`src/design/ptcc_pkg.sv`:
```
// types and constants shared by the packet time continuity checker
package ptcc_pkg;

  localparam int TS_W    = 54;
  localparam int CFG_W   = 32;
  localparam int CFG_IDX_W = 1;

  // configuration register indexes
  localparam logic [CFG_IDX_W-1:0] CFG_IDX_INC = 1'b0;
  localparam logic [CFG_IDX_W-1:0] CFG_IDX_LEN = 1'b1;

  // input word: one packet header
  typedef struct packed {
    logic [7:0]  year_offset;
    logic [3:0]  month;
    logic [4:0]  day;
    logic [4:0]  hour;
    logic [5:0]  minute;
    logic [5:0]  second;
    logic [31:0] micro_count;
    logic [15:0] packet_length;
  } in_word_t;

  // result word
  typedef struct packed {
    logic [TS_W-1:0] timestamp_us;
    logic [1:0]      status;
  } out_word_t;

  // status codes
  localparam logic [1:0] ST_OK   = 2'd0;
  localparam logic [1:0] ST_TIME = 2'd1;
  localparam logic [1:0] ST_LEN  = 2'd2;

  // micro-operations
  typedef enum logic [2:0] {
    OP_ACC,
    OP_BR_TIME,
    OP_BR_LEN,
    OP_FIN_OK,
    OP_FIN_TIME,
    OP_FIN_LEN
  } uop_t;

  // multiplier constant select
  typedef enum logic [2:0] {
    K_ZERO,
    K_ONE,
    K_365,
    K_24,
    K_60,
    K_1E6
  } kmul_t;

  // addend select
  typedef enum logic [3:0] {
    A_NONE,
    A_YEAR,
    A_Q4,
    A_Q100,
    A_Q400,
    A_DOY,
    A_DAY,
    A_BIAS,
    A_HOUR,
    A_MIN,
    A_SEC,
    A_MICRO
  } addsel_t;

  typedef logic [3:0] upc_t;

  // one control word of the program
  typedef struct packed {
    uop_t    op;
    kmul_t   kmul;
    addsel_t asel;
    logic    sub;
    upc_t    target;
  } uword_t;

  // sequencer to datapath control
  typedef struct packed {
    logic   step_en;
    uword_t uw;
  } ctrl_t;

  // datapath to sequencer condition flags
  typedef struct packed {
    logic time_bad;
    logic len_bad;
  } dp_flags_t;

endpackage

```
`src/design/ptcc_dp.sv`:
```
// datapath: header register, multiply-accumulate, stored time and settings
module ptcc_dp (
  input  logic                            clk,
  input  logic                            rst_n,
  input  logic                            load,
  input  ptcc_pkg::in_word_t              in_data,
  input  logic                            cfg_wr_en,
  input  logic [ptcc_pkg::CFG_IDX_W-1:0]  cfg_index,
  input  logic [ptcc_pkg::CFG_W-1:0]      cfg_data,
  input  ptcc_pkg::ctrl_t                 ctrl,
  output ptcc_pkg::dp_flags_t             flags,
  output logic [ptcc_pkg::TS_W-1:0]       ts
);

  localparam int MUL_W = 34;
  localparam int K_W   = 20;
  localparam logic [31:0] DAYS_BIAS = 32'd135081;

  // year adjust code: 0 one back, 1 none, 2 one on
  typedef struct packed {
    logic [1:0] yadj;
    logic [8:0] doy;
  } month_t;

  ptcc_pkg::in_word_t        item_r;
  logic [ptcc_pkg::TS_W-1:0] acc_r;
  logic [ptcc_pkg::TS_W-1:0] acc_nxt;
  logic [ptcc_pkg::TS_W-1:0] last_time_r;
  logic                      last_valid_r;
  logic [31:0]               inc_r;
  logic [15:0]               exp_len_r;

  month_t                    mi;
  logic [9:0]                yq;
  logic [20:0]               m100;
  logic [3:0]                q100;
  logic                      q400;
  logic [31:0]               addend;
  logic [K_W-1:0]            kval;
  logic [ptcc_pkg::TS_W-1:0] prod;
  logic [ptcc_pkg::TS_W:0]   expect_ts;

  // month to year shift and day of march-based year
  function automatic month_t month_info(input logic [3:0] m);
    month_t r;
    case (m)
      4'd0:  r = '{yadj: 2'd0, doy: 9'd275};
      4'd1:  r = '{yadj: 2'd0, doy: 9'd306};
      4'd2:  r = '{yadj: 2'd0, doy: 9'd337};
      4'd3:  r = '{yadj: 2'd1, doy: 9'd0};
      4'd4:  r = '{yadj: 2'd1, doy: 9'd31};
      4'd5:  r = '{yadj: 2'd1, doy: 9'd61};
      4'd6:  r = '{yadj: 2'd1, doy: 9'd92};
      4'd7:  r = '{yadj: 2'd1, doy: 9'd122};
      4'd8:  r = '{yadj: 2'd1, doy: 9'd153};
      4'd9:  r = '{yadj: 2'd1, doy: 9'd184};
      4'd10: r = '{yadj: 2'd1, doy: 9'd214};
      4'd11: r = '{yadj: 2'd1, doy: 9'd245};
      4'd12: r = '{yadj: 2'd1, doy: 9'd275};
      4'd13: r = '{yadj: 2'd1, doy: 9'd306};
      4'd14: r = '{yadj: 2'd1, doy: 9'd337};
      default: r = '{yadj: 2'd2, doy: 9'd0};
    endcase
    return r;
  endfunction

  // year terms, counted from 1600 so the leap corrections stay small
  always_comb begin
    mi   = month_info(item_r.month);
    yq   = 10'(10'd399 + {2'b00, item_r.year_offset} + {8'b0, mi.yadj});
    m100 = {11'b0, yq} * 21'd1311;
    q100 = m100[20:17];
    q400 = (yq >= 10'd400);
  end

  // addend select
  always_comb begin
    case (ctrl.uw.asel)
      ptcc_pkg::A_YEAR:  addend = {22'b0, yq};
      ptcc_pkg::A_Q4:    addend = {24'b0, yq[9:2]};
      ptcc_pkg::A_Q100:  addend = {28'b0, q100};
      ptcc_pkg::A_Q400:  addend = {31'b0, q400};
      ptcc_pkg::A_DOY:   addend = {23'b0, mi.doy};
      ptcc_pkg::A_DAY:   addend = {27'b0, item_r.day};
      ptcc_pkg::A_BIAS:  addend = DAYS_BIAS;
      ptcc_pkg::A_HOUR:  addend = {27'b0, item_r.hour};
      ptcc_pkg::A_MIN:   addend = {26'b0, item_r.minute};
      ptcc_pkg::A_SEC:   addend = {26'b0, item_r.second};
      ptcc_pkg::A_MICRO: addend = item_r.micro_count;
      default:           addend = '0;
    endcase
  end

  // multiplier constant select
  always_comb begin
    case (ctrl.uw.kmul)
      ptcc_pkg::K_ZERO: kval = '0;
      ptcc_pkg::K_ONE:  kval = K_W'(1);
      ptcc_pkg::K_365:  kval = K_W'(365);
      ptcc_pkg::K_24:   kval = K_W'(24);
      ptcc_pkg::K_60:   kval = K_W'(60);
      ptcc_pkg::K_1E6:  kval = K_W'(1000000);
      default:          kval = '0;
    endcase
  end

  // multiply-accumulate, day zero sits before the first of the month so day 0 works
  always_comb begin
    prod = {{(ptcc_pkg::TS_W-MUL_W){1'b0}}, acc_r[MUL_W-1:0]}
         * {{(ptcc_pkg::TS_W-K_W){1'b0}}, kval};
    if (ctrl.uw.sub) begin
      acc_nxt = prod - {{(ptcc_pkg::TS_W-32){1'b0}}, addend};
    end else begin
      acc_nxt = prod + {{(ptcc_pkg::TS_W-32){1'b0}}, addend};
    end
  end

  // condition flags for the branch steps
  always_comb begin
    expect_ts      = {1'b0, last_time_r} + {{(ptcc_pkg::TS_W-31){1'b0}}, inc_r};
    flags.time_bad = last_valid_r && ({1'b0, acc_r} != expect_ts);
    flags.len_bad  = (item_r.packet_length != exp_len_r);
  end

  // header and accumulator
  always_ff @(posedge clk) begin
    if (load) begin
      item_r <= in_data;
    end
    if (!rst_n) begin
      acc_r <= '0;
    end else if (ctrl.step_en && ctrl.uw.op == ptcc_pkg::OP_ACC) begin
      acc_r <= acc_nxt;
    end
  end

  // settings and last good time
  always_ff @(posedge clk) begin
    if (!rst_n) begin
      inc_r        <= '0;
      exp_len_r    <= '0;
      last_time_r  <= '0;
      last_valid_r <= 1'b0;
    end else begin
      if (cfg_wr_en) begin
        case (cfg_index)
          ptcc_pkg::CFG_IDX_INC: inc_r     <= cfg_data;
          ptcc_pkg::CFG_IDX_LEN: exp_len_r <= cfg_data[15:0];
          default: ;
        endcase
      end
      if (ctrl.step_en && ctrl.uw.op == ptcc_pkg::OP_FIN_OK) begin
        last_time_r  <= acc_r;
        last_valid_r <= 1'b1;
      end
    end
  end

  assign ts = acc_r;

endmodule

```
`config.mk`:
```
export PLATFORM = sky130hd
export DESIGN_NAME = ptcc_dp
export DESIGN_NICKNAME = d
export VERILOG_FILES = /design/src/design/ptcc_pkg.sv /design/src/design/ptcc_dp.sv
export SDC_FILE = /design/constraint.sdc
export NUM_CORES = 2
export LEC_CHECK = 0
export CAP_MARGIN = 20
export CORE_UTILIZATION = 30
export DETAILED_ROUTE_END_ITERATION = 16
export DONT_BUFFER_PORTS = 1
export GPL_TIMING_DRIVEN = 0
export PLACE_DENSITY = 0.42
export SLEW_MARGIN = 20
export SYNTH_ARGS = -nofsm -noshare
export SYNTH_HDL_FRONTEND = slang
export SYNTH_SLANG_ARGS = --single-unit
```
`constraint.sdc`:
```
create_clock -name clk -period 17.1 [get_ports clk]
set_input_delay 0 -clock clk [delete_from_list [all_inputs] [get_ports clk]]
set_output_delay 0 -clock clk [all_outputs]
set_load 0.05 [all_outputs]
```
# == Word-level counts from Yosys, hierarchy flattened ==
# Memories as Yosys holds them, arrays and structs flattened. A register that Yosys moved wholly into a read port is not among the register bits.
# Index checks and enable logic that the tools add are counted.
# op_classes
add_sub_neg,5
mul,2
order_cmp,1
eq_ne,19
n_mux,4
bitwise,1
n_reduce_logical,6
# op_table
op,count
$pmux 32 s11,1
$pmux 20 s5,1
$add 54x32->55,1
$ne 54x55->1,1
$add 54x32->54,1
$mul 34x20->54,1
$mux 54,1
$sub 54x32->54,1
$mul 10x11->21 const B,1
$eq 4x3->1 const B,4
$eq 4x4->1 const B,4
$ne 16x16->1,1
$add 10x2->10,1
$add 9x8->10 const A,1
$ge 10x9->1 const B,1
$eq 3x2->1 const B,3
$eq 4x2->1 const B,2
$eq 3x3->1 const B,2
$eq 4x1->1 const B,1
$mux 4,1
$reduce_and 2->1,2
$eq 3x1->1 const B,1
$logic_and 1x1->1,3
$logic_not 3->1,1
$not 1->1,1
# totals
regBits,239
mem_bits_ro,176
wordCells,52
memories,1
# memory_table
name,depth,word_bits,read_ports,rd_ports_with_merged_regs,wr,line,source
(name not given),16,11,1,1,0,ptcc_dp.sv:46,case (m)

# == Longest topological paths before layout ==
# logic_depth
ltp_word,6
ltp_mapped,47
depth_no_buf,46

# == Worst setup path before layout ==
# Ideal clock, no wire load.
# synth_timing
path_type,register to register
from,register item_r[75] (netlist name)
to,register acc_r (netlist bit ts[41])
arrival_ps,10355
slack_ps,6623
path_stages_with_launch,41
path_buffers,0
cell_sequence,edfxtp_1 -> inv_1 -> ha_1 -> inv_1 -> ha_1 -> fa_1 -> a211oi_1 -> nor3_1 -> xnor2_1 -> fa_1 -> xor2_1 -> xor2_1 -> fa_1 -> inv_1 -> fa_1 -> fa_1 -> inv_1 -> ha_1 -> [... 5 more ...] -> nor4b_1 -> and3_1 -> and2_1 -> a21oi_1 -> and3_1 -> a211o_1 -> ha_1 -> and4_1 -> nor3b_1 -> or3b_1 -> o22ai_1 -> o32ai_1 -> o21a_1 -> o21bai_1 -> a221o_1 -> a41oi_1 -> mux2i_1 -> a311o_1
# synth_between
elab_chain_cells,6
word_cells_on_any_way,8
cone_classes,add/sub: 4; mul: 1; order compare: 1; mux: 2
# synth_lines
item,line,source
"start, declared",ptcc_dp.sv:25,ptcc_pkg::in_word_t item_r;
"start signal, assigned",ptcc_dp.sv:128,item_r <= in_data;
$add 9x8->10 (*),ptcc_dp.sv:70,"yq = 10'(10'd399 + {2'b00, item_r.year_offset} + {8'b0, mi.yadj});"
$add 10x2->10 (*),ptcc_dp.sv:70,
$mul 10x11->21 or $ge 10x9->1 (tied branches),"ptcc_dp.sv:71, ptcc_dp.sv:73",
$pmux 32 s11 (*),ptcc_dp.sv:78,case (ctrl.uw.asel)
$add 54x32->54 or $sub 54x32->54 (tied branches),"ptcc_dp.sv:114, ptcc_dp.sv:112",
$mux 54 (*),ptcc_dp.sv:111,if (ctrl.uw.sub) begin
"end signal, assigned",ptcc_dp.sv:133,acc_r <= acc_nxt;
"end, declared",ptcc_dp.sv:26,logic [ptcc_pkg::TS_W-1:0] acc_r;
# Mark *: on every way between the ends. The rest lies on a longest branch, timed or not.
# A chain may end at the register's enable or synchronous reset.

# == Final worst setup path ==
# layout_timing
from,register item_r[75] (netlist name)
to,register acc_r (netlist bit ts[53])
# Same word-level chain as after synthesis.

==> impl_results.md <==
* Status: complete, no violations
* First-pass GRT wire length at roughly 180000 um
* Setup violators final at 0
* Clock buffer depth at 3
* PostCTS Resize Cnt at 0
* Most used cell, CP: inv_1
* WP data arrival at 12970 ps
* Vias in the first global route at 28590
* Clock sinks at between 200 and 300
* Syn_area_per_cell at approximately 9 sq um
* Worst slew pin tran at roughly 1100 ps
* Delay-heaviest family, CP: compound AO/OA/AOI/OAI gates
* Area grow syn2layout at 13.97%
* DRC violation total after the first TritonRoute iteration at about 1800
* Max FO, Critical Path at 8
* Synth area leaders: fa_1 (21%), ha_1 (18%), dfxtp_1 (9.8%), edfxtp_1 (7.1%), inv_1 (5.2%)
* Yosys cell types at slightly below 100
* HPWL Detailed at between 100000 and 150000 um
* Final period utilization at roughly 73%
* Yosys reg bits at 250
* Root buf cell: clkbuf_16
* Avg Vias per Cell at 4.979
* RSZ-0062 raised after global routing: false
* Hold Slack at between 20 and 25 ps
* Placer Congestion at between 0.8 and 0.9
* Multi-input logic area at roughly 26000 sq um
* Worst Path Required at roughly 18000 ps
* Fillers at around 12000
* Largest net degree at the start of global routing at just under 90
* Final min period at 12480 ps
* Clk slew on worst S/H paths at around 60 ps
* Final wirelength at around 120000 um
* Final max-slew violation count at 0
* FMAX at between 0.08 and 0.09 GHz
* Count leader, synth: ha_1
* Via count at between 20000 and 30000
* Layout Nets at between 5000 and 6000
* Setup TNS after final layout at 0 ps
* Number of flops mapped to enable cells by yosys at 82
* Critical Path Start Type: flip-flop
* Num ports at between 150 and 200
* Max-slew headroom at 25.71%
* Asr flop ratio synth at 0%
* Max incr delay on CP at approximately 880 ps
* Die width at between 300 and 400 um
* Cell area after placement at roughly 36000 sq um
* Crit end category: flip-flop
* Setup WS post-layout at around 4600 ps
* Residual DRC count at 0
* Die area at ~120000 sq um
* Port-buffer cells at 0
* Maxcap violations at 0
* Slowest-stage cell, CP: xor2_1
* Power per cell area at 70.23 nW/um^2
* Routed WL per cell at between 20 and 25 um
* Sequential area share after synthesis at around 17%
* Share of layout cells above drive strength 1 at under 10%
* DIE HEIGHT at 340.9 um
* Crit path kind: flip-flop to flip-flop
* Clk_skew at 40.93 ps
* WP buf/inv at 8
* Clk Latency, worst-skew pair at 620 ps
* Commonest cells post-synth: ha_1 (482), inv_1 (475), nand2_1 (425)
* Grt total ovfl at 0
* Final Cell Area at between 30000 and 40000 sq um
* Post-synthesis instance total at around 3900
* Sequential Area at between 5000 and 6000 sq um
* Mapped Nets at 4902
* Syn Std Cell Area at between 30000 and 40000 sq um
* Post-place setup slack at around 4600 ps
* Starting density of the core at about 30%
* Peak VDD IR at about 0.14 mV
* Drt first pass iters at 5
* Area leader, netlist: fa_1
* Antenna violations before repair at 8
* Detail Route Antenna Nets at 0
* Synth top area share at about a fifth
* TritonCTS clock tree: done
* H-Tree Depth at 1
* Final Hold Vio Count at 0
* Number of warning messages in the yosys log at 0
* Hold Path Class: input pin to flip-flop
* CTS Buf Count at 30
* # rows at about 120
* Total GRT Usage at between 20% and 30%
* Overall Power at about 2800 uW
* Main synth FF type: dfxtp_1
* Floorplan core area at roughly 110000 sq um
* Pleak at 0.01902 uW
[worst reg2reg max path: cells and delay by family, from the launching register on]
| kind | cells | cell delay (ps) |
|---|---|---|
| AOI/OAI and AO/OA | 13 | 4170 |
| adders and majority gates | 11 | 4040 |
| and+or+nand+nor | 11 | 2420 |
| xor gates and xnor gates | 1 | 880 |
| buffers and inverters | 8 | 510 |
| DFF | 1 | 340 |
[path summary, 6_finish.rpt]
kind | startpoint | to | slack [ps] | cells after the start
worst min register to register | last_time_r[6] | last_time_r[6] | 460 | 2
worst max register to register | item_r[75] | ts[53] | 4620 | 44
worst min-delay path | in_data[38] | item_r[38] | 20 | 1
worst max-delay path | item_r[75] | ts[53] | 4620 | 44
[per-layer routing]
| metal | global-route usage, % | up-vias | routed length (um) |
|---|---|---|---|
| li1 | - | 13741 | - |
| met1 | 28.46 | 13785 | 55790 |
| met2 | 34.00 | 579 | 55060 |
| met3 | 2.618 | 98 | 5786 |
| met4 | 4.671 | 2 | 2787 |
| met5 | 0 | - | 13 |
[layout make-up]
| class | count | share of cell area, % |
|---|---|---|
| Tap cell | 1500 | 4.781 |
| Antenna cell | 2 | 0.01275 |
| Buffer | 171 | 1.692 |
| Sequential cell | 250 | 14.84 |
| Inverter | 477 | 4.561 |
| Clock buffer | 40 | 2.113 |
| Multi-Input combinational cell | 3027 | 66.75 |
| Timing Repair Buffer | 182 | 4.701 |
| Clock inverter | 16 | 0.5482 |
[cells in the final DEF (no fill, tap or decap), types with 10 or more instances in the layout]
master / instances
o211ai_1: 34
o21ai_0: 93
mux2i_1: 15
ha_1: 482
nor3_1: 42
edfxtp_1: 82
a211o_1: 10
a31oi_1: 26
nand2_1: 425
a21oi_1: 316
o21a_1: 27
o31ai_1: 16
clkbuf_1: 150
nor2b_1: 49
clkbuf_16: 31
a211oi_1: 25
buf_1: 12
fa_1: 360
dlygate4sd3_1: 176
a41o_1: 13
xor2_1: 87
xnor2_1: 113
or3_1: 22
buf_2: 12
nand2b_1: 24
nor4_1: 19
nand3_1: 80
a21o_1: 90
o22ai_1: 10
inv_1: 475
and2_1: 216
o21bai_1: 24
nor2_1: 153
and3_1: 33
dfxtp_1: 168
nand4_1: 36
[metrics by stage]
stage / utilization (%) / std cells
floorplan: - / 3925
global placement: 32.11 / 5425
detailed placement: 32.19 / 5429
CTS: 34.68 / 5660
global route: 34.70 / 5664
finish: 34.71 / 5665
[registers in the layout, summed over array words and instances (netlist names)]
| register | count |
|---|---|
| inc_r | 32 |
| last_valid_r | 1 |
| mi | 11 |
| ts | 54 |
| exp_len_r | 16 |
| item_r | 82 |
| last_time_r | 54 |
[kinds of logic after synthesis]
kind of cell               synth area share, %
xor gates and xnor gates                 5.110
DFF                                      16.91
buffers and inverters                    7.112
muxes                                   0.7627
and+or+nand+nor                          17.05
adders and majority gates                38.46
AOI/OAI and AO/OA                        14.59
[power by group]
group          leakage (uW)  total, uW  internal (uW)  switching (uW)
registers           0.00217        688            645            43.0
logic                0.0163       1370            540             833
clock network      0.000509        696            415             281
[repair_timing]
action | in CTS | in global routing
setup endpoints to repair | 0 | 0
hold buffers | 175 | 2
endpoints found under the hold margin | 229 | 2
buffers inserted | 0 | 0
No activity file was read; power rests on OpenSTA's default activity.
